File: src/hdl/bfsd3_pkg.sv
// ----------------------------------------------------------------------------
// bfsd3_pkg
// Shared types and constants for the distance-three breadth-first search
// block: payload structs, request and status codes, controller interface.
// ----------------------------------------------------------------------------
package bfsd3_pkg;

  localparam int MAX_VERTICES_DEF    = 32;
  localparam int TARGET_DISTANCE_DEF = 3;
  localparam int FIELD_LIMIT         = 32;
  localparam int VTX_W               = 5;
  localparam int CNT_W               = 6;

  localparam logic REQ_ADD_EDGE = 1'b0;
  localparam logic REQ_QUERY    = 1'b1;

  localparam logic STATUS_OK      = 1'b0;
  localparam logic STATUS_UNKNOWN = 1'b1;

  typedef struct packed {
    logic             req_type;
    logic [VTX_W-1:0] vertex_a;
    logic [VTX_W-1:0] vertex_b;
  } req_t;

  typedef struct packed {
    logic             status;
    logic             found;
    logic [VTX_W-1:0] vertex;
    logic             last;
  } rsp_t;

  typedef struct packed {
    logic load;
    logic reject;
    logic edge_write;
    logic q_init;
    logic deq;
    logic enq;
    logic finish;
  } cmd_t;

  typedef struct packed {
    logic is_query;
    logic a_bad;
    logic b_bad;
    logic queue_ne;
    logic pend_any;
  } sts_t;

endpackage

File: src/hdl/bfsd3_ctrl.sv
// ----------------------------------------------------------------------------
// bfsd3_ctrl
// Sequencer: decodes a request and, for a query, walks the search queue
// with at most one dequeue or one enqueue per cycle until the queue drains.
// ----------------------------------------------------------------------------
module bfsd3_ctrl (
  input  logic            clk,
  input  logic            rst,
  input  logic            start,
  output logic            busy,
  input  bfsd3_pkg::sts_t sts,
  output bfsd3_pkg::cmd_t cmd
);

  typedef enum logic [1:0] {
    S_IDLE,
    S_DECODE,
    S_DEQ,
    S_EXP
  } state_t;

  state_t state;
  state_t state_next;

  assign busy = (state != S_IDLE);

  always_comb begin
    cmd        = '0;
    state_next = state;
    unique case (state)
      S_IDLE: begin
        if (start) begin
          cmd.load   = 1'b1;
          state_next = S_DECODE;
        end
      end
      S_DECODE: begin
        if (!sts.is_query) begin
          if (sts.a_bad || sts.b_bad) cmd.reject = 1'b1;
          else cmd.edge_write = 1'b1;
          state_next = S_IDLE;
        end else if (sts.a_bad) begin
          cmd.reject = 1'b1;
          state_next = S_IDLE;
        end else begin
          cmd.q_init = 1'b1;
          state_next = S_DEQ;
        end
      end
      S_DEQ: begin
        if (sts.queue_ne) begin
          cmd.deq    = 1'b1;
          state_next = S_EXP;
        end else begin
          cmd.finish = 1'b1;
          state_next = S_IDLE;
        end
      end
      S_EXP: begin
        if (sts.pend_any) cmd.enq = 1'b1;
        else state_next = S_DEQ;
      end
      default: state_next = S_IDLE;
    endcase
  end

  always_ff @(posedge clk) begin
    if (rst) begin
      state <= S_IDLE;
    end else begin
      state <= state_next;
    end
  end

endmodule

File: src/hdl/bfsd3_dp.sv
// ----------------------------------------------------------------------------
// bfsd3_dp
// Datapath: adjacency matrix, visited mask, search queue, neighbor
// picker, one-deep hit buffer for last marking, and the result register.
// ----------------------------------------------------------------------------
module bfsd3_dp #(
  parameter int MAX_VERTICES    = bfsd3_pkg::MAX_VERTICES_DEF,
  parameter int TARGET_DISTANCE = bfsd3_pkg::TARGET_DISTANCE_DEF
) (
  input  logic                        clk,
  input  logic                        rst,
  input  logic                        cfg_we,
  input  logic [bfsd3_pkg::CNT_W-1:0] cfg_wdata,
  input  bfsd3_pkg::req_t             req,
  input  bfsd3_pkg::cmd_t             cmd,
  output bfsd3_pkg::sts_t             sts,
  output logic                        rsp_valid,
  output bfsd3_pkg::rsp_t             rsp
);

  localparam int NV = (MAX_VERTICES < bfsd3_pkg::FIELD_LIMIT) ?
                      MAX_VERTICES : bfsd3_pkg::FIELD_LIMIT;
  localparam int VW = $clog2(NV);
  localparam int CW = $clog2(NV + 1);
  localparam int DW = $clog2(TARGET_DISTANCE + 1);
  localparam int LW = bfsd3_pkg::CNT_W;

  logic [LW-1:0]     vertex_count;
  bfsd3_pkg::req_t   req_q;
  logic [NV-1:0]     adj [NV];
  logic [NV-1:0]     visited;
  logic [VW-1:0]     queue_v [NV];
  logic [DW-1:0]     queue_d [NV];
  logic [CW-1:0]     head;
  logic [CW-1:0]     tail;
  logic [NV-1:0]     pend;
  logic [DW-1:0]     cur_dist;
  logic [VW-1:0]     hit_v;
  logic              hit_valid;

  logic [LW-1:0]     lim;
  logic [NV-1:0]     valid_mask;
  logic [VW-1:0]     a_idx;
  logic [VW-1:0]     b_idx;
  logic [VW-1:0]     head_v;
  logic [DW-1:0]     head_d;
  logic [VW-1:0]     pick;

  assign lim = (vertex_count > LW'(NV)) ? LW'(NV) : vertex_count;

  always_comb begin
    for (int i = 0; i < NV; i++) begin
      valid_mask[i] = (LW'(i) < lim);
    end
  end

  always_comb begin
    pick = '0;
    for (int i = NV - 1; i >= 0; i--) begin
      if (pend[i]) pick = VW'(i);
    end
  end

  assign a_idx  = req_q.vertex_a[VW-1:0];
  assign b_idx  = req_q.vertex_b[VW-1:0];
  assign head_v = queue_v[head[VW-1:0]];
  assign head_d = queue_d[head[VW-1:0]];

  assign sts.is_query = (req_q.req_type == bfsd3_pkg::REQ_QUERY);
  assign sts.a_bad    = (LW'(req_q.vertex_a) >= lim);
  assign sts.b_bad    = (LW'(req_q.vertex_b) >= lim);
  assign sts.queue_ne = (head < tail);
  assign sts.pend_any = (|pend) && (LW'(tail) < lim);

  always_ff @(posedge clk) begin
    if (rst) begin
      vertex_count <= '0;
    end else if (cfg_we) begin
      vertex_count <= cfg_wdata;
    end
  end

  always_ff @(posedge clk) begin
    if (cmd.load) begin
      req_q <= req;
    end
  end

  always_ff @(posedge clk) begin
    if (rst) begin
      for (int i = 0; i < NV; i++) begin
        adj[i] <= '0;
      end
    end else if (cmd.edge_write) begin
      adj[a_idx][b_idx] <= 1'b1;
      adj[b_idx][a_idx] <= 1'b1;
    end
  end

  always_ff @(posedge clk) begin
    if (cmd.q_init) begin
      queue_v[0] <= a_idx;
      queue_d[0] <= '0;
    end else if (cmd.enq) begin
      queue_v[tail[VW-1:0]] <= pick;
      queue_d[tail[VW-1:0]] <= cur_dist + DW'(1);
    end
  end

  always_ff @(posedge clk) begin
    if (cmd.deq) begin
      if (head_d != DW'(TARGET_DISTANCE)) begin
        cur_dist <= head_d;
      end
    end
  end

  always_ff @(posedge clk) begin
    if (rst) begin
      visited   <= '0;
      head      <= '0;
      tail      <= '0;
      pend      <= '0;
      hit_valid <= 1'b0;
      rsp_valid <= 1'b0;
    end else begin
      rsp_valid <= cmd.reject | cmd.edge_write | cmd.finish |
                   (cmd.deq && (head_d == DW'(TARGET_DISTANCE)) && hit_valid);
      if (cmd.reject) begin
        rsp       <= '{status: bfsd3_pkg::STATUS_UNKNOWN, found: 1'b0,
                       vertex: '0, last: 1'b1};
      end
      if (cmd.edge_write) begin
        rsp       <= '{status: bfsd3_pkg::STATUS_OK, found: 1'b0,
                       vertex: '0, last: 1'b1};
      end
      if (cmd.q_init) begin
        visited        <= {{(NV-1){1'b0}}, 1'b1} << a_idx;
        head           <= '0;
        tail           <= CW'(1);
        pend           <= '0;
        hit_valid      <= 1'b0;
      end
      if (cmd.deq) begin
        head <= head + CW'(1);
        if (head_d == DW'(TARGET_DISTANCE)) begin
          pend      <= '0;
          hit_v     <= head_v;
          hit_valid <= 1'b1;
          if (hit_valid) begin
            rsp       <= '{status: bfsd3_pkg::STATUS_OK, found: 1'b1,
                           vertex: bfsd3_pkg::VTX_W'(hit_v), last: 1'b0};
          end
        end else begin
          pend <= adj[head_v] & valid_mask & ~visited;
        end
      end
      if (cmd.enq) begin
        tail          <= tail + CW'(1);
        visited[pick] <= 1'b1;
        pend[pick]    <= 1'b0;
      end
      if (cmd.finish) begin
        if (hit_valid) begin
          rsp <= '{status: bfsd3_pkg::STATUS_OK, found: 1'b1,
                   vertex: bfsd3_pkg::VTX_W'(hit_v), last: 1'b1};
        end else begin
          rsp <= '{status: bfsd3_pkg::STATUS_OK, found: 1'b0,
                   vertex: '0, last: 1'b1};
        end
      end
    end
  end

endmodule

File: src/hdl/bfs_vertices_at_distance_three.sv
// ----------------------------------------------------------------------------
// bfs_vertices_at_distance_three
// Undirected graph store with a breadth-first query that reports every
// vertex at shortest distance TARGET_DISTANCE from a start vertex.
//
//   channel   signals                     transfer
//   request   start, busy, req            start && !busy
//   result    rsp_valid, rsp              rsp_valid (one cycle, no stall)
//   config    cfg_we, cfg_wdata           cfg_we
//
// An edge add or a rejected request: busy while the request is decoded,
// result in the cycle busy drops. A query dequeues and enqueues at most
// as many vertices as the vertex count; the queue walk does at most one
// dequeue or one enqueue per cycle. Results of a query appear as hits are
// found; the last one comes in the cycle busy drops.
// Synchronous reset clears the edge matrix and vertex_count at once.
// ----------------------------------------------------------------------------
module bfs_vertices_at_distance_three #(
  parameter int MAX_VERTICES    = bfsd3_pkg::MAX_VERTICES_DEF,
  parameter int TARGET_DISTANCE = bfsd3_pkg::TARGET_DISTANCE_DEF
) (
  input  logic                        clk,
  input  logic                        rst,
  input  logic                        start,
  output logic                        busy,
  input  bfsd3_pkg::req_t             req,
  output logic                        rsp_valid,
  output bfsd3_pkg::rsp_t             rsp,
  input  logic                        cfg_we,
  input  logic [bfsd3_pkg::CNT_W-1:0] cfg_wdata
);

  bfsd3_pkg::cmd_t cmd;
  bfsd3_pkg::sts_t sts;

  bfsd3_ctrl u_ctrl (
    .clk   (clk),
    .rst   (rst),
    .start (start),
    .busy  (busy),
    .sts   (sts),
    .cmd   (cmd)
  );

  bfsd3_dp #(
    .MAX_VERTICES    (MAX_VERTICES),
    .TARGET_DISTANCE (TARGET_DISTANCE)
  ) u_dp (
    .clk       (clk),
    .rst       (rst),
    .cfg_we    (cfg_we),
    .cfg_wdata (cfg_wdata),
    .req       (req),
    .cmd       (cmd),
    .sts       (sts),
    .rsp_valid (rsp_valid),
    .rsp       (rsp)
  );

endmodule

File: config.mk
export PLATFORM = sky130hd
export DESIGN_NAME = bfs_vertices_at_distance_three
export DESIGN_NICKNAME = d
export VERILOG_FILES = /design/src/hdl/bfsd3_pkg.sv /design/src/hdl/bfsd3_ctrl.sv /design/src/hdl/bfsd3_dp.sv /design/src/hdl/bfs_vertices_at_distance_three.sv
export SDC_FILE = /design/constraint.sdc
export NUM_CORES = 2
export LEC_CHECK = 0
export BUFFER_PORTS_ARGS = -buffer_cell sky130_fd_sc_hd__buf_2
export CORE_ASPECT_RATIO = 1.25
export CORE_MARGIN = 10
export CORE_UTILIZATION = 55
export CTS_BUF_LIST = sky130_fd_sc_hd__clkbuf_4 sky130_fd_sc_hd__clkbuf_8
export DETAILED_ROUTE_END_ITERATION = 16
export PLACE_DENSITY = 0.72
export SLEW_MARGIN = 20
export SYNTH_ARGS = -nofsm -noshare
export SYNTH_HDL_FRONTEND = slang
export SYNTH_HIERARCHICAL = 1
export SYNTH_SLANG_ARGS = --single-unit
export TNS_END_PERCENT = 10
File: constraint.sdc
create_clock -name clk -period 4.7 [get_ports clk]
set_input_delay 0.705 -clock clk [delete_from_list [all_inputs] [get_ports clk]]
set_output_delay 0.705 -clock clk [all_outputs]
set_load 0.05 [all_outputs]
==> summary.txt <==
Outcome
  – Status: finished clean

Worst setup path
  – Worst setup EP type: register
  – WS Path Type: reg2reg
  – CP required: between 5000 and 6000 ps
  – Data arrival, critical path: 5540 ps
  – Startpoint Class: register
  – Worst reg2reg path depth: 11
  – Worst-path fanout max: 26

Timing
  – Minimum clock period after layout: 4639 ps
  – Final-report hold violation count: 0
  – Worst slew pin tran: roughly 1200 ps
  – Crit share post-route: 0.9869
  – RSZ-0062 raised after global routing: false
  – Slew margin rel.: 0.2163
  – Setup Skew: roughly 34 ps
  – Setup TNS: 0 ps
  – Fin worst setup slack: approximately 61 ps
  – Max Slew Vio Count: 0
  – Highest Clock Rate: 0.2156 GHz
  – Setup Viol. Count Final: 0

Synth
  – Compound-gate portion of the synthesized area: 0.2628
  – Simple-gate share of the synthesized area: 0.08618
  – Top cell type's share of synthesized area: 0.3794
  – Synth Area in XOR/XNOR: 0.0004466
  – Mean post-synth cell area: roughly 8.6 um^2
  – Synth async-reset ratio: 0
  – Synthesized Nets: 6890
  – Commonest cells post-synth: 1115 x dfxtp_1, 1107 x o21ai_0, 1029 x inv_1, 584 x nand2_1, 517 x a22oi_1
  – Primary FF master, synth: dfxtp_1
  – Mux contribution to synthesized area: 0.03229
  – EDFF count, synth: 250
  – Synth Cell Area: 0.05883 mm^2
  – Top-count cell post-synth: dfxtp_1
  – Yosys reg bits: approximately 1.4k
  – Synth area leader: dfxtp_1
  – Yosys warns: 6
  – Post-Syn Instances: between 6k and 7k
  – Synth Area in Adders: 0.004679
  – Leading post-synthesis cells by cell area: dfxtp_1 38%, edfxtp_1 13%, o21ai_0 9.4%
  – Main combinational cell family by area after synthesis: compound AO/OA/AOI/OAI gates
  – Post-synthesis cell type count: 86
  – Post-synthesis sequential area ratio: 0.5071

Global routing
  – Met3 Resource Use GR: 0.1037
  – Grt met2 use: 0.5661
  – Gr ovfl total: 0
  – Vias in the first global route: 51.78k
  – Met1 usage: 0.4663
  – GRT Max-Usage Layer: met2
  – Global Route Usage Sum: 0.3802
  – Largest net degree at the start of global routing: 239
  – First-pass GRT wire length: ~340000 um
  – Initial antenna violation count: 19

Placement
  – Placed Area: about 0.062 mm^2
  – Dpl hpwl: 156600 um
  – Placed Cells: 8129
  – I/O Buffers: 30
  – RePlAce Congestion: between 1 and 1.5
  – Place WS: 185.1 ps

Power and ir drop
  – Pwr per Cell Area: 352.0 mW/mm^2
  – Logic pwr share: 0.045
  – Power share of the clock group: 0.446
  – Switching share of total power: 0.2406
  – Peak supply drop: approximately 0.00036 V
  – P_int: 17.83 mW
  – P_leak: 21.86 nW
  – Switching pwr: approximately 5.6 mW
  – Reg power frac: 0.509

Drt
  – Vias per inst: ~6.4
  – Detail Route Antenna Nets: 0
  – Total routed wirelength: 237000 um
  – DRC: 0
  – TritonRoute pass-1 iters: 9
  – Detailed-route via count: roughly 54k
  – Avg WL per Cell: between 20 and 30 um
  – DRT iter0 DRCs: roughly 8.3k

Die
  – Starting Density: 0.5526
  – Std cell rows: 134
  – Chip width: between 300 and 400 um
  – Chip Height: 385.7 um
  – Die area: roughly 0.12 mm^2
  – Core ar.: 0.1065 mm^2
  – I/O pins: 31

Clock network
  – Clock Tree Buf Depth: 3
  – CTS root buf: clkbuf_8
  – Num CTS Buffers: ~200
  – TritonCTS clock tree: done
  – Clk pin slew, worst setup/hold paths: approximately 60 ps
  – Worst skew pair latency: between 900 and 1000 ps
  – H-tree Lvls: 4
  – Sink Count: approximately 1.4k
  – Post-CTS Setup Inserts: 0

Hold path
  – Worst hold-check path type: in2reg
  – Hold depth: 3
  – Worst Min Path Start: cfg_wdata[1]

Cells and area
  – Finished Layout Cells: around 8.5k
  – Share of cells above drive strength 1: 0.1257
  – Post-route cell area: approximately 0.067 mm^2
  – Nets: roughly 7k
  – Layout area overhead: 13.40%

Job
  – MaxCap Viol Count: 0
[worst max-delay path, stage by stage (launching register included)]
cell	delay, ps
dfxtp_1	880
buf_4	270
nand2b_1	160
a21oi_1	70
or4_4	650
buf_12	220
buf_4	240
o211ai_1	280
a21oi_1	180
or4_1	620
nor4_1	780
a32o_1	210
[metrics by stage]
stage | util | hold slack, ps | power (mW)
after floorplan | - | 427.0 | 12.73
after global placement | 0.5838 | 439.9 | 13.20
after detailed placement | 0.5838 | 443.4 | 13.20
after CTS | 0.6263 | 3.863 | 23.46
after global routing | 0.6265 | 59.60 | 24.04
final | 0.6266 | 60.20 | 23.48
[registers in the layout, summed over array words and instances (netlist names), named ones only]
register and cells:
u_dp/tail 6, u_dp/queue_v 160, u_dp/a_idx 5, u_dp/b_idx 5
u_dp/adj 1024, u_dp/hit_valid 1, u_dp/rsp_valid 1, u_dp/visited 32
u_dp/queue_d 64, u_dp/pend 32, u_dp/vertex_count 6, u_dp/hit_v 5
u_dp/cur_dist 2, u_ctrl/state 2, u_dp/head 6, u_dp/rsp 8
u_dp/sts 1
[logic make-up (layout without fill, tap and decap cells)]
group,after synthesis,after routing
other cells,0,8
compound gates,2515,2515
mux,149,149
flops,1365,1365
fa+ha+maj,22,22
xor+xnor,3,3
simple gates,1209,1209
buf+inv,1584,1818
[final timing paths]
check / slack (ps) / end
worst max-delay path: 60 / u_dp/pend[15]$_SDFF_PP0_
worst min-delay path: 60 / u_dp/vertex_count[1]$_SDFFE_PP0P_
worst max register to register: 60 / u_dp/pend[15]$_SDFF_PP0_
worst min register to register: 450 / u_dp/adj[21][31]$_DFF_P_
[cell usage in the layout (no fill, tap or decap), types with 57 or more instances in the layout]
| cell type | count |
|---|---|
| a22oi_1 | 517 |
| edfxtp_1 | 250 |
| mux2i_1 | 114 |
| o211ai_1 | 155 |
| nor2_1 | 324 |
| o21ai_0 | 1102 |
| clkbuf_4 | 57 |
| nand2_1 | 584 |
| clkbuf_8 | 258 |
| a31oi_1 | 83 |
| a211oi_1 | 116 |
| inv_1 | 1028 |
| a21oi_1 | 290 |
| dfxtp_1 | 1113 |
| buf_4 | 321 |
[final cells by class]
class,count,area (um^2)
Timing Repair Buffer,416,3751
Fill cell,9100,39750
Tap cell,1428,1787
Clock buffer,315,3979
Multi-Input combinational cell,3898,23020
Inverter,1034,3899
Antenna cell,8,20.02
Clock inverter,53,419.2
Sequential cell,1365,29830
[per-layer routing]
layer | wire length (um) | up-vias
met5 | 106 | -
met4 | 20880 | 16
met3 | 28850 | 917
met2 | 101200 | 3804
met1 | 86010 | 25860
li1 | - | 23900
[what timing repair did]
| item | in CTS | in global routing |
|---|---|---|
| hold buffers | 12 | 0 |
| hold endpoints to repair | 12 | 0 |
| endpoints found under the setup margin | 0 | 2 |
| gates resized for setup | 0 | 2 |
[power groups by stage]
stage | registers [mW] | clock network [mW] | logic (mW)
floorplan | 12.2 | 0 | 0.494
global placement | 12.2 | 0 | 0.979
detailed placement | 12.2 | 0 | 0.979
CTS | 12.0 | 10.5 | 0.990
global route | 12.0 | 11.0 | 1.06
finish | 12.0 | 10.5 | 1.05
(Power assumes the default switching activity.)
